==> src/design/rrts_pkg.sv <==
// Package of the round-robin task scheduler.
// Holds command codes, walk modes, word types and controller/datapath structs.
// No dependencies.
package rrts_pkg;

  localparam int unsigned MaxTasksDefault = 8;

  typedef enum logic [2:0] {
    CMD_SCHEDULE = 3'd0,
    CMD_ADD      = 3'd1,
    CMD_EXIT     = 3'd2,
    CMD_WAIT     = 3'd3,
    CMD_NOTIFY   = 3'd4,
    CMD_SLEEP    = 3'd5
  } cmd_e;

  typedef enum logic [1:0] {
    MODE_SCHED  = 2'd0,
    MODE_APPEND = 2'd1,
    MODE_UNLINK = 2'd2
  } mode_e;

  typedef struct packed {
    logic [2:0]  command;
    logic [2:0]  task_id;
    logic [31:0] now_tick;
    logic [31:0] wake_tick;
    logic [31:0] wait_reason;
    logic [31:0] check_code;
    logic [31:0] expected_code;
  } in_word_t;

  typedef struct packed {
    logic [2:0] selected_task;
    logic       selected_idle;
    logic       accepted;
    logic [3:0] ready_count;
  } out_word_t;

  typedef struct packed {
    logic load;
    logic start;
    logic walk;
    logic fin;
  } ctl_cmd_t;

  typedef struct packed {
    logic start_done;
    logic walk_done;
    logic out_busy;
  } ctl_stat_t;

endpackage

==> src/design/rrts_stream_if.sv <==
// Valid/ready stream interface carrying one word per handshake.
// The payload type is a parameter; used with the word types of rrts_pkg.
interface rrts_stream_if #(
  parameter type payload_t = logic
) ();
  logic     valid;
  logic     ready;
  payload_t data;

  modport source (output valid, output data, input ready);
  modport sink (input valid, input data, output ready);
endinterface

==> src/design/rrts_ctrl.sv <==
// Controller state machine of the task scheduler.
// Sequences load, decode, list walk and result write; uses rrts_pkg.
module rrts_ctrl (
  input  logic                clk_i,
  input  logic                rst_ni,
  input  logic                in_valid_i,
  output logic                in_ready_o,
  input  rrts_pkg::ctl_stat_t stat_i,
  output rrts_pkg::ctl_cmd_t  cmd_o
);

  typedef enum logic [3:0] {
    S_IDLE  = 4'b0001,
    S_START = 4'b0010,
    S_WALK  = 4'b0100,
    S_FIN   = 4'b1000
  } state_e;

  state_e state_q, state_d;

  assign in_ready_o = (state_q == S_IDLE) && !stat_i.out_busy;

  always_comb begin
    state_d    = state_q;
    cmd_o      = '0;
    unique case (state_q)
      S_IDLE: begin
        if (in_valid_i && in_ready_o) begin
          cmd_o.load = 1'b1;
          state_d    = S_START;
        end
      end
      S_START: begin
        cmd_o.start = 1'b1;
        state_d     = stat_i.start_done ? S_FIN : S_WALK;
      end
      S_WALK: begin
        cmd_o.walk = 1'b1;
        if (stat_i.walk_done) begin
          state_d = S_FIN;
        end
      end
      S_FIN: begin
        cmd_o.fin = 1'b1;
        state_d   = S_IDLE;
      end
      default: state_d = S_IDLE;
    endcase
  end

  always_ff @(posedge clk_i or negedge rst_ni) begin
    if (!rst_ni) begin
      state_q <= S_IDLE;
    end else begin
      state_q <= state_d;
    end
  end

endmodule

==> src/design/rrts_datapath.sv <==
// Datapath of the task scheduler: ready list, task flags, counters and result register.
// Driven by rrts_ctrl through command and status structs; uses rrts_pkg.
module rrts_datapath #(
  parameter int unsigned MAX_TASKS = rrts_pkg::MaxTasksDefault
) (
  input  logic                 clk_i,
  input  logic                 rst_ni,
  input  rrts_pkg::in_word_t   in_data_i,
  input  rrts_pkg::ctl_cmd_t   cmd_i,
  output rrts_pkg::ctl_stat_t  stat_o,
  output logic                 out_valid_o,
  input  logic                 out_ready_i,
  output rrts_pkg::out_word_t  out_data_o
);

  localparam int unsigned SlotW = $clog2(MAX_TASKS + 1);
  localparam int unsigned IdxW  = $clog2(MAX_TASKS);
  localparam logic [SlotW-1:0] EndMark = SlotW'(MAX_TASKS);

  rrts_pkg::cmd_e    cmd_q;
  rrts_pkg::mode_e   mode_q, mode_d;
  logic [SlotW-1:0]  id_q, s_q, s_d, ns_q, ns_d, ptr_q, ptr_d, j_q, j_d;
  logic              idok_q, match_q, ok_q, ok_d;
  logic [31:0]       now_q, wtk_q;

  logic [SlotW-1:0]  next_q [MAX_TASKS];
  logic [SlotW-1:0]  next_d [MAX_TASKS];
  logic [31:0]       wake_q [MAX_TASKS];
  logic [31:0]       wake_d [MAX_TASKS];
  logic [MAX_TASKS-1:0] inl_q, inl_d, slp_q, slp_d, wtg_q, wtg_d;
  logic [SlotW-1:0]  head_q, head_d, cur_q, cur_d, total_q, total_d, wcnt_q, wcnt_d;

  logic                 out_valid_q, out_valid_d;
  rrts_pkg::out_word_t  out_q, out_d;

  logic [IdxW-1:0]   id_ix, cur_ix, ptr_ix, s_ix, c_ix, a_ix;
  logic [SlotW-1:0]  c_slot, ready_n, tgt;
  logic              cur_ok, do_append, do_unlink;
  logic              start_done, walk_done;
  logic [31:0]       diff;

  assign id_ix  = id_q[IdxW-1:0];
  assign cur_ix = cur_q[IdxW-1:0];
  assign ptr_ix = ptr_q[IdxW-1:0];
  assign s_ix   = s_q[IdxW-1:0];
  assign c_slot = (ptr_q >= EndMark) ? head_q : ptr_q;
  assign c_ix   = c_slot[IdxW-1:0];
  assign cur_ok = (cur_q < EndMark) && inl_q[cur_ix];
  assign ready_n = total_q - wcnt_q;
  assign diff   = now_q - wake_q[c_ix] - 32'd1;

  assign out_valid_o       = out_valid_q;
  assign out_data_o        = out_q;
  assign stat_o.start_done = start_done;
  assign stat_o.walk_done  = walk_done;
  assign stat_o.out_busy   = out_valid_q && !out_ready_i;

  always_comb begin
    next_d      = next_q;
    wake_d      = wake_q;
    inl_d       = inl_q;
    slp_d       = slp_q;
    wtg_d       = wtg_q;
    head_d      = head_q;
    cur_d       = cur_q;
    total_d     = total_q;
    wcnt_d      = wcnt_q;
    mode_d      = mode_q;
    s_d         = s_q;
    ns_d        = ns_q;
    ptr_d       = ptr_q;
    j_d         = j_q;
    ok_d        = ok_q;
    out_valid_d = out_valid_q && !out_ready_i;
    out_d       = out_q;
    start_done  = 1'b1;
    walk_done   = 1'b0;
    do_append   = 1'b0;
    do_unlink   = 1'b0;
    tgt         = id_q;
    a_ix        = id_ix;

    if (cmd_i.start) begin
      ok_d = 1'b0;
      unique case (cmd_q)
        rrts_pkg::CMD_SCHEDULE: begin
          ok_d   = 1'b1;
          ptr_d  = cur_ok ? next_q[cur_ix] : head_q;
          j_d    = '0;
          mode_d = rrts_pkg::MODE_SCHED;
          start_done = 1'b0;
        end
        rrts_pkg::CMD_ADD: begin
          if (idok_q && !inl_q[id_ix] && !wtg_q[id_ix] && (total_q < EndMark)) begin
            ok_d          = 1'b1;
            slp_d[id_ix]  = 1'b0;
            wake_d[id_ix] = '0;
            total_d       = total_q + 1'b1;
            do_append     = 1'b1;
          end
        end
        rrts_pkg::CMD_EXIT: begin
          if (idok_q && inl_q[id_ix]) begin
            ok_d         = 1'b1;
            slp_d[id_ix] = 1'b0;
            total_d      = total_q - 1'b1;
            do_unlink    = 1'b1;
          end
        end
        rrts_pkg::CMD_WAIT: begin
          if (match_q && cur_ok) begin
            ok_d          = 1'b1;
            wtg_d[cur_ix] = 1'b1;
            wcnt_d        = wcnt_q + 1'b1;
            do_unlink     = 1'b1;
            tgt           = cur_q;
            a_ix          = cur_ix;
          end
        end
        rrts_pkg::CMD_NOTIFY: begin
          if (idok_q && wtg_q[id_ix]) begin
            ok_d         = 1'b1;
            wtg_d[id_ix] = 1'b0;
            wcnt_d       = wcnt_q - 1'b1;
            do_append    = 1'b1;
          end
        end
        rrts_pkg::CMD_SLEEP: begin
          if (idok_q && inl_q[id_ix]) begin
            ok_d          = 1'b1;
            slp_d[id_ix]  = 1'b1;
            wake_d[id_ix] = wtk_q;
          end
        end
        default: ok_d = 1'b0;
      endcase

      s_d = tgt;
      if (do_append) begin
        next_d[a_ix] = EndMark;
        inl_d[a_ix]  = 1'b1;
        if (head_q >= EndMark) begin
          head_d = tgt;
        end else begin
          ptr_d  = head_q;
          mode_d = rrts_pkg::MODE_APPEND;
          start_done = 1'b0;
        end
      end
      if (do_unlink) begin
        if (head_q == tgt) begin
          head_d       = next_q[a_ix];
          next_d[a_ix] = EndMark;
          inl_d[a_ix]  = 1'b0;
        end else begin
          ns_d   = next_q[a_ix];
          ptr_d  = head_q;
          mode_d = rrts_pkg::MODE_UNLINK;
          start_done = 1'b0;
        end
      end
    end

    if (cmd_i.walk) begin
      case (mode_q)
        rrts_pkg::MODE_APPEND: begin
          if (ptr_q >= EndMark) begin
            walk_done = 1'b1;
          end else if (next_q[ptr_ix] >= EndMark) begin
            next_d[ptr_ix] = s_q;
            walk_done      = 1'b1;
          end else begin
            ptr_d = next_q[ptr_ix];
          end
        end
        rrts_pkg::MODE_UNLINK: begin
          if (ptr_q >= EndMark) begin
            next_d[s_ix] = EndMark;
            inl_d[s_ix]  = 1'b0;
            walk_done    = 1'b1;
          end else if (next_q[ptr_ix] == s_q) begin
            next_d[ptr_ix] = ns_q;
            next_d[s_ix]   = EndMark;
            inl_d[s_ix]    = 1'b0;
            walk_done      = 1'b1;
          end else begin
            ptr_d = next_q[ptr_ix];
          end
        end
        default: begin
          if ((j_q >= ready_n) || (c_slot >= EndMark)) begin
            cur_d     = EndMark;
            walk_done = 1'b1;
          end else if (!slp_q[c_ix]) begin
            cur_d     = c_slot;
            walk_done = 1'b1;
          end else if (diff < 32'h7FFF_FFFF) begin
            slp_d[c_ix]  = 1'b0;
            wake_d[c_ix] = '0;
            cur_d        = c_slot;
            walk_done    = 1'b1;
          end else begin
            ptr_d = next_q[c_ix];
            j_d   = j_q + 1'b1;
          end
        end
      endcase
    end

    if (cmd_i.fin) begin
      out_valid_d         = 1'b1;
      out_d.selected_idle = (cur_q >= EndMark);
      out_d.selected_task = (cur_q >= EndMark) ? 3'd0 : 3'(cur_q);
      out_d.accepted      = ok_q;
      out_d.ready_count   = 4'(ready_n);
    end
  end

  always_ff @(posedge clk_i or negedge rst_ni) begin
    if (!rst_ni) begin
      for (int i = 0; i < MAX_TASKS; i++) begin
        next_q[i] <= EndMark;
      end
      inl_q       <= '0;
      slp_q       <= '0;
      wtg_q       <= '0;
      head_q      <= EndMark;
      cur_q       <= EndMark;
      total_q     <= '0;
      wcnt_q      <= '0;
      mode_q      <= rrts_pkg::MODE_SCHED;
      out_valid_q <= 1'b0;
    end else begin
      next_q      <= next_d;
      inl_q       <= inl_d;
      slp_q       <= slp_d;
      wtg_q       <= wtg_d;
      head_q      <= head_d;
      cur_q       <= cur_d;
      total_q     <= total_d;
      wcnt_q      <= wcnt_d;
      mode_q      <= mode_d;
      out_valid_q <= out_valid_d;
    end
  end

  always_ff @(posedge clk_i) begin
    wake_q <= wake_d;
    s_q    <= s_d;
    ns_q   <= ns_d;
    ptr_q  <= ptr_d;
    j_q    <= j_d;
    ok_q   <= ok_d;
    out_q  <= out_d;
    if (cmd_i.load) begin
      cmd_q   <= rrts_pkg::cmd_e'(in_data_i.command);
      id_q    <= SlotW'(in_data_i.task_id);
      idok_q  <= (32'(in_data_i.task_id) < MAX_TASKS);
      now_q   <= in_data_i.now_tick;
      wtk_q   <= in_data_i.wake_tick;
      match_q <= (in_data_i.check_code == in_data_i.expected_code);
    end
  end

endmodule

==> src/design/round_robin_task_scheduler.sv <==
// Top level of the round-robin task scheduler with sleep and wait.
// Instantiates rrts_ctrl and rrts_datapath; uses rrts_pkg and rrts_stream_if.
//
// Usage: command words arrive on in_i and one result word per command leaves
// on out_o. Both channels are valid/ready streams; a word moves at
// a rising edge with valid and ready high.
// A command word is taken when the block is idle and its result register is
// empty or being emptied in the same cycle. One word is in work at a time.
// After acceptance the command is decoded and applied, and the result word
// is then written; add, exit, wait, notify and sleep do so directly when no
// list walk is needed. Otherwise a list walk comes in between: one linked
// entry per cycle for schedule, tail append and predecessor search, plus one
// closing step when a schedule walk runs out of ready tasks.
// Reset empties the ready list, clears all sleep and wait flags, sets the
// current task to idle and zeroes the counters; it takes effect at once.
// While the receiver stalls, the result word holds in its register and the
// next command is not taken until the result has been delivered.
module round_robin_task_scheduler #(
  parameter int unsigned MAX_TASKS = rrts_pkg::MaxTasksDefault
) (
  input  logic clk_i,
  input  logic rst_ni,
  rrts_stream_if.sink   in_i,
  rrts_stream_if.source out_o
);

  rrts_pkg::ctl_cmd_t  ctl_cmd;
  rrts_pkg::ctl_stat_t ctl_stat;
  logic                in_ready;
  logic                out_valid;
  rrts_pkg::out_word_t out_data;

  assign in_i.ready  = in_ready;
  assign out_o.valid = out_valid;
  assign out_o.data  = out_data;

  rrts_ctrl u_ctrl (
    .clk_i      (clk_i),
    .rst_ni     (rst_ni),
    .in_valid_i (in_i.valid),
    .in_ready_o (in_ready),
    .stat_i     (ctl_stat),
    .cmd_o      (ctl_cmd)
  );

  rrts_datapath #(
    .MAX_TASKS (MAX_TASKS)
  ) u_datapath (
    .clk_i       (clk_i),
    .rst_ni      (rst_ni),
    .in_data_i   (in_i.data),
    .cmd_i       (ctl_cmd),
    .stat_o      (ctl_stat),
    .out_valid_o (out_valid),
    .out_ready_i (out_o.ready),
    .out_data_o  (out_data)
  );

endmodule
==> src/flat_wrapper.sv <==
// flat-port wrapper written by rule: the top's interface ports become plain ports
module round_robin_task_scheduler_flat 
#(
  parameter int unsigned MAX_TASKS = rrts_pkg::MaxTasksDefault
)
  (clk_i, rst_ni, in_i_valid, in_i_data, in_i_ready, out_o_valid, out_o_data, out_o_ready);
  rrts_stream_if in_i_i ();
  rrts_stream_if out_o_i ();
  input  logic clk_i;
  input  logic rst_ni;
  input wire logic [$bits(in_i_i.valid)-1:0] in_i_valid;
  input wire logic [$bits(in_i_i.data)-1:0] in_i_data;
  output wire logic [$bits(in_i_i.ready)-1:0] in_i_ready;
  output wire logic [$bits(out_o_i.valid)-1:0] out_o_valid;
  output wire logic [$bits(out_o_i.data)-1:0] out_o_data;
  input wire logic [$bits(out_o_i.ready)-1:0] out_o_ready;
  assign in_i_i.valid = in_i_valid;
  assign in_i_i.data = in_i_data;
  assign in_i_ready = in_i_i.ready;
  assign out_o_valid = out_o_i.valid;
  assign out_o_data = out_o_i.data;
  assign out_o_i.ready = out_o_ready;
  round_robin_task_scheduler #(.MAX_TASKS(MAX_TASKS)) u_core (.clk_i(clk_i), .rst_ni(rst_ni), .in_i(in_i_i), .out_o(out_o_i));
endmodule
==> config.mk <==
export PLATFORM = sky130hd
export DESIGN_NAME = round_robin_task_scheduler_flat
export DESIGN_NICKNAME = d
export VERILOG_FILES = /design/src/design/rrts_pkg.sv /design/src/design/rrts_stream_if.sv /design/src/design/rrts_ctrl.sv /design/src/design/rrts_datapath.sv /design/src/design/round_robin_task_scheduler.sv /design/src/flat_wrapper.sv
export SDC_FILE = /design/constraint.sdc
export NUM_CORES = 1
export LEC_CHECK = 0
export BUFFER_PORTS_ARGS = -buffer_cell sky130_fd_sc_hd__buf_2
export CAP_MARGIN = 20
export CORE_AREA = 2 2 39 41
export DETAILED_ROUTE_END_ITERATION = 8
export DIE_AREA = 0 0 41 43
export PLACE_DENSITY = 0.4
export SETUP_SLACK_MARGIN = 0.3
export SYNTH_ARGS = -nofsm -noshare
export SYNTH_HDL_FRONTEND = slang
export SYNTH_SLANG_ARGS = --single-unit
==> constraint.sdc <==
create_clock -name clk_i -period 1.5 [get_ports clk_i]
set_input_delay 0.3 -clock clk_i [delete_from_list [all_inputs] [get_ports clk_i]]
set_output_delay 0.3 -clock clk_i [all_outputs]
set_load 0.01 [all_outputs]
==> qor.csv <==
metric,value,unit
ff2ff_path_depth,3,
end_kind,output pin,
clk_path_buf_depth,2,
path_clk_slew,40,ps
leakage,0.0001415,uW
hold_depth,2,
fin_cells,43,
clockRootBuffer,clkbuf_4,
final_layout_size_suffix_gt1_share,51.85,%
grt_pass1_vias,147,
h-tree-depth,1,
synth_fp_nets,22,
synth_top_family_by_area,simple AND/OR/NAND/NOR gates,
clk_latency,230,ps
hp-start,in_i_valid,
cts_sinks,5,
fin_skew,0.1220,ps
drtPass1Iterations,2,
n_antenna_cell,0,
ys_async_sr_fraction,100.0,%
numCtsBuffers,3,
hold_end,u_core.u_ctrl.state_q[1],
finalCriticalPeriod,1439,ps
gp_congestion,0.6796,
r2r_setup_slack,490,ps
io_buffers,5,
ant_nets,0,
grt_overflow,0,
synth-xor-area-share,0,%
nNetsFinal,33,
ys_ff_latch,5,
cp.required,1200,ps
pin_count,8,
syn_to_final_growth,35.91,%
dieHeight,43,um
min_period_over_period,95.96,%
synth_seq_area_share,55.80,%
synthCells,17,
cts_tree,built,
setup_viol,0,
wl_met1,178,um
avgSynthCellArea,13.32,um^2
yosys.area.top_type_share,44.20,%
met2_length,168,um
finalHoldViolCount,0,
die-area,1763,um^2
synth_most_common_cell,dfrtp_1,
synth_edf_count,0,
tns,0,ps
hp-class,in2reg,
antenna_found_initial,0,
reg2reg_from,u_core.u_ctrl.state_q[0],
synth_area,226.5,um^2
route.met3.wl,17,um
cp-start-kind,register,
cts_resized,0,
ys.warnings.count,0,
core,1384,um^2
dp.cells,37,
synth_cell_types,13,
num_rows,14,
timing.fmax,694.8,MHz
drc,0,
ys_top_cells_by_count,"4 x dfrtp_1, 2 x nor4b_2",
dieWidth,41,um
maxCapViolCount,0,
synthTopCellsByArea,"dfrtp_1 44%, nor4b_2 13%, dfstp_2 12%, nor2b_4 6.1%, and4_4 5.0%",
grt_max_degree,6,
vias,164,
power.density,1691,nW/um^2
crit_fanout,2,
yosys.area_share.simple,33.70,%
synth_compound_area_share,3.867,%
synth-adder-area-share,0,%
start_util,16.37,%
drtIter0Drc,2,
rr_endpoint,u_core.u_ctrl.state_q[0],
grt_usage,5.769,%
status,finished clean,
synthFlopType,dfrtp_1,
drt_wl_total,372,um
via_per_inst,3.814,
critPathKind,reg2out,
post-dp-hpwl,292.8,um
top_layer_used,met4,
rsz0062_at_grt,true,
synth.area.mux_share,0,%
cp-startpoint,u_core.u_ctrl.state_q[0],
ir_drop,0.5727,mV
arrival,1140,ps
maxSlewViolCount,0,
avgRoutedWirePerCell,8.651,um
synth_area_leader_cell,dfrtp_1,
grt_pass1_wl,586,um
==> per-layer routing <==
layer / GRT usage, % / vias up
met1: 6.931 / 79
met3: 4.712 / 2
li1: - / 80
met2: 5.625 / 3
met4: 6.000 / 0
met5: 0 / -
==> placed cells by master, fill, tap and decap left out <==
cell type	count
dfstp_2	1
inv_1	1
clkbuf_1	1
nor4b_2	2
clkbuf_4	3
dfrtp_1	4
buf_4	1
nand2b_1	1
nor2_1	1
and3_1	1
and4_4	1
nor3_1	1
o41ai_1	1
nor2b_4	1
buf_2	5
dlygate4sd3_1	1
conb_1	1
==> flip-flops by register name, indices dropped and copies added (netlist names) <==
signal / cells
u_core.u_datapath.out_valid_o: 1
u_core.u_ctrl.state_q: 4
==> metrics by stage <==
| step | area [um^2] | setup slack [ps] | utilization (%) | power (uW) | hold slack [ps] |
|---|---|---|---|---|---|
| 6_report | 307.8 | 60.65 | 22.24 | 520.3 | 349.2 |
| 3_5_place_dp | 264.0 | 236.1 | 19.08 | 356.2 | 117.3 |
| 3_3_place_gp | 264.0 | 244.9 | 19.08 | 352.3 | 115.8 |
| 5_1_grt | 307.8 | 2.537 | 22.24 | 560.3 | 336.4 |
| 2_1_floorplan | 226.5 | 329.1 | - | 313.8 | 4.409 |
| 4_1_cts | 307.8 | 41.47 | 22.24 | 533.2 | 339.4 |
==> final cells by class <==
cell class                 instances  area (um^2)
sequential                         5        126.4
fill                             152         1076
clock buffer                       4        26.28
timing repair buffer               7        42.54
tap                               16        20.02
multi-input combinational         10        88.84
inverter                           1        3.754
==> how the worst max path moves through the flow <==
stage,slack (ps),endpoint
after floorplan,330,in_i_ready
after global placement,240,in_i_ready
after detailed placement,240,in_i_ready
after CTS,40,in_i_ready
after global routing,3,in_i_ready
final,60,in_i_ready
==> logic make-up (layout without fill, tap and decap cells) <==
logic type             after synthesis  in the layout
and+or+nand+nor                      8              8
DFF                                  5              5
buffers and inverters                2             12
other                                1              1
AOI/OAI and AO/OA                    1              1
==> power breakdown <==
part	total [uW]	switching (uW)	internal, uW
combinational	160	64.0	95.6
clock	152	51.7	100
sequential	209	33.3	175
total	520	149	371
==> critical path, cell delays in order, from the launching register on <==
cell	delay, ps
dfstp_2	520
nor2b_4	130
and3_1	130
buf_2	120
==> what timing repair did <==
item                                    in CTS  in global routing
hold buffers                                 1                  0
setup buffers                                1                  0
endpoints found under the hold margin        4                  0
endpoints found under the setup margin       1                  1
pin swaps                                    1                  0
(Power assumes the default switching activity.)
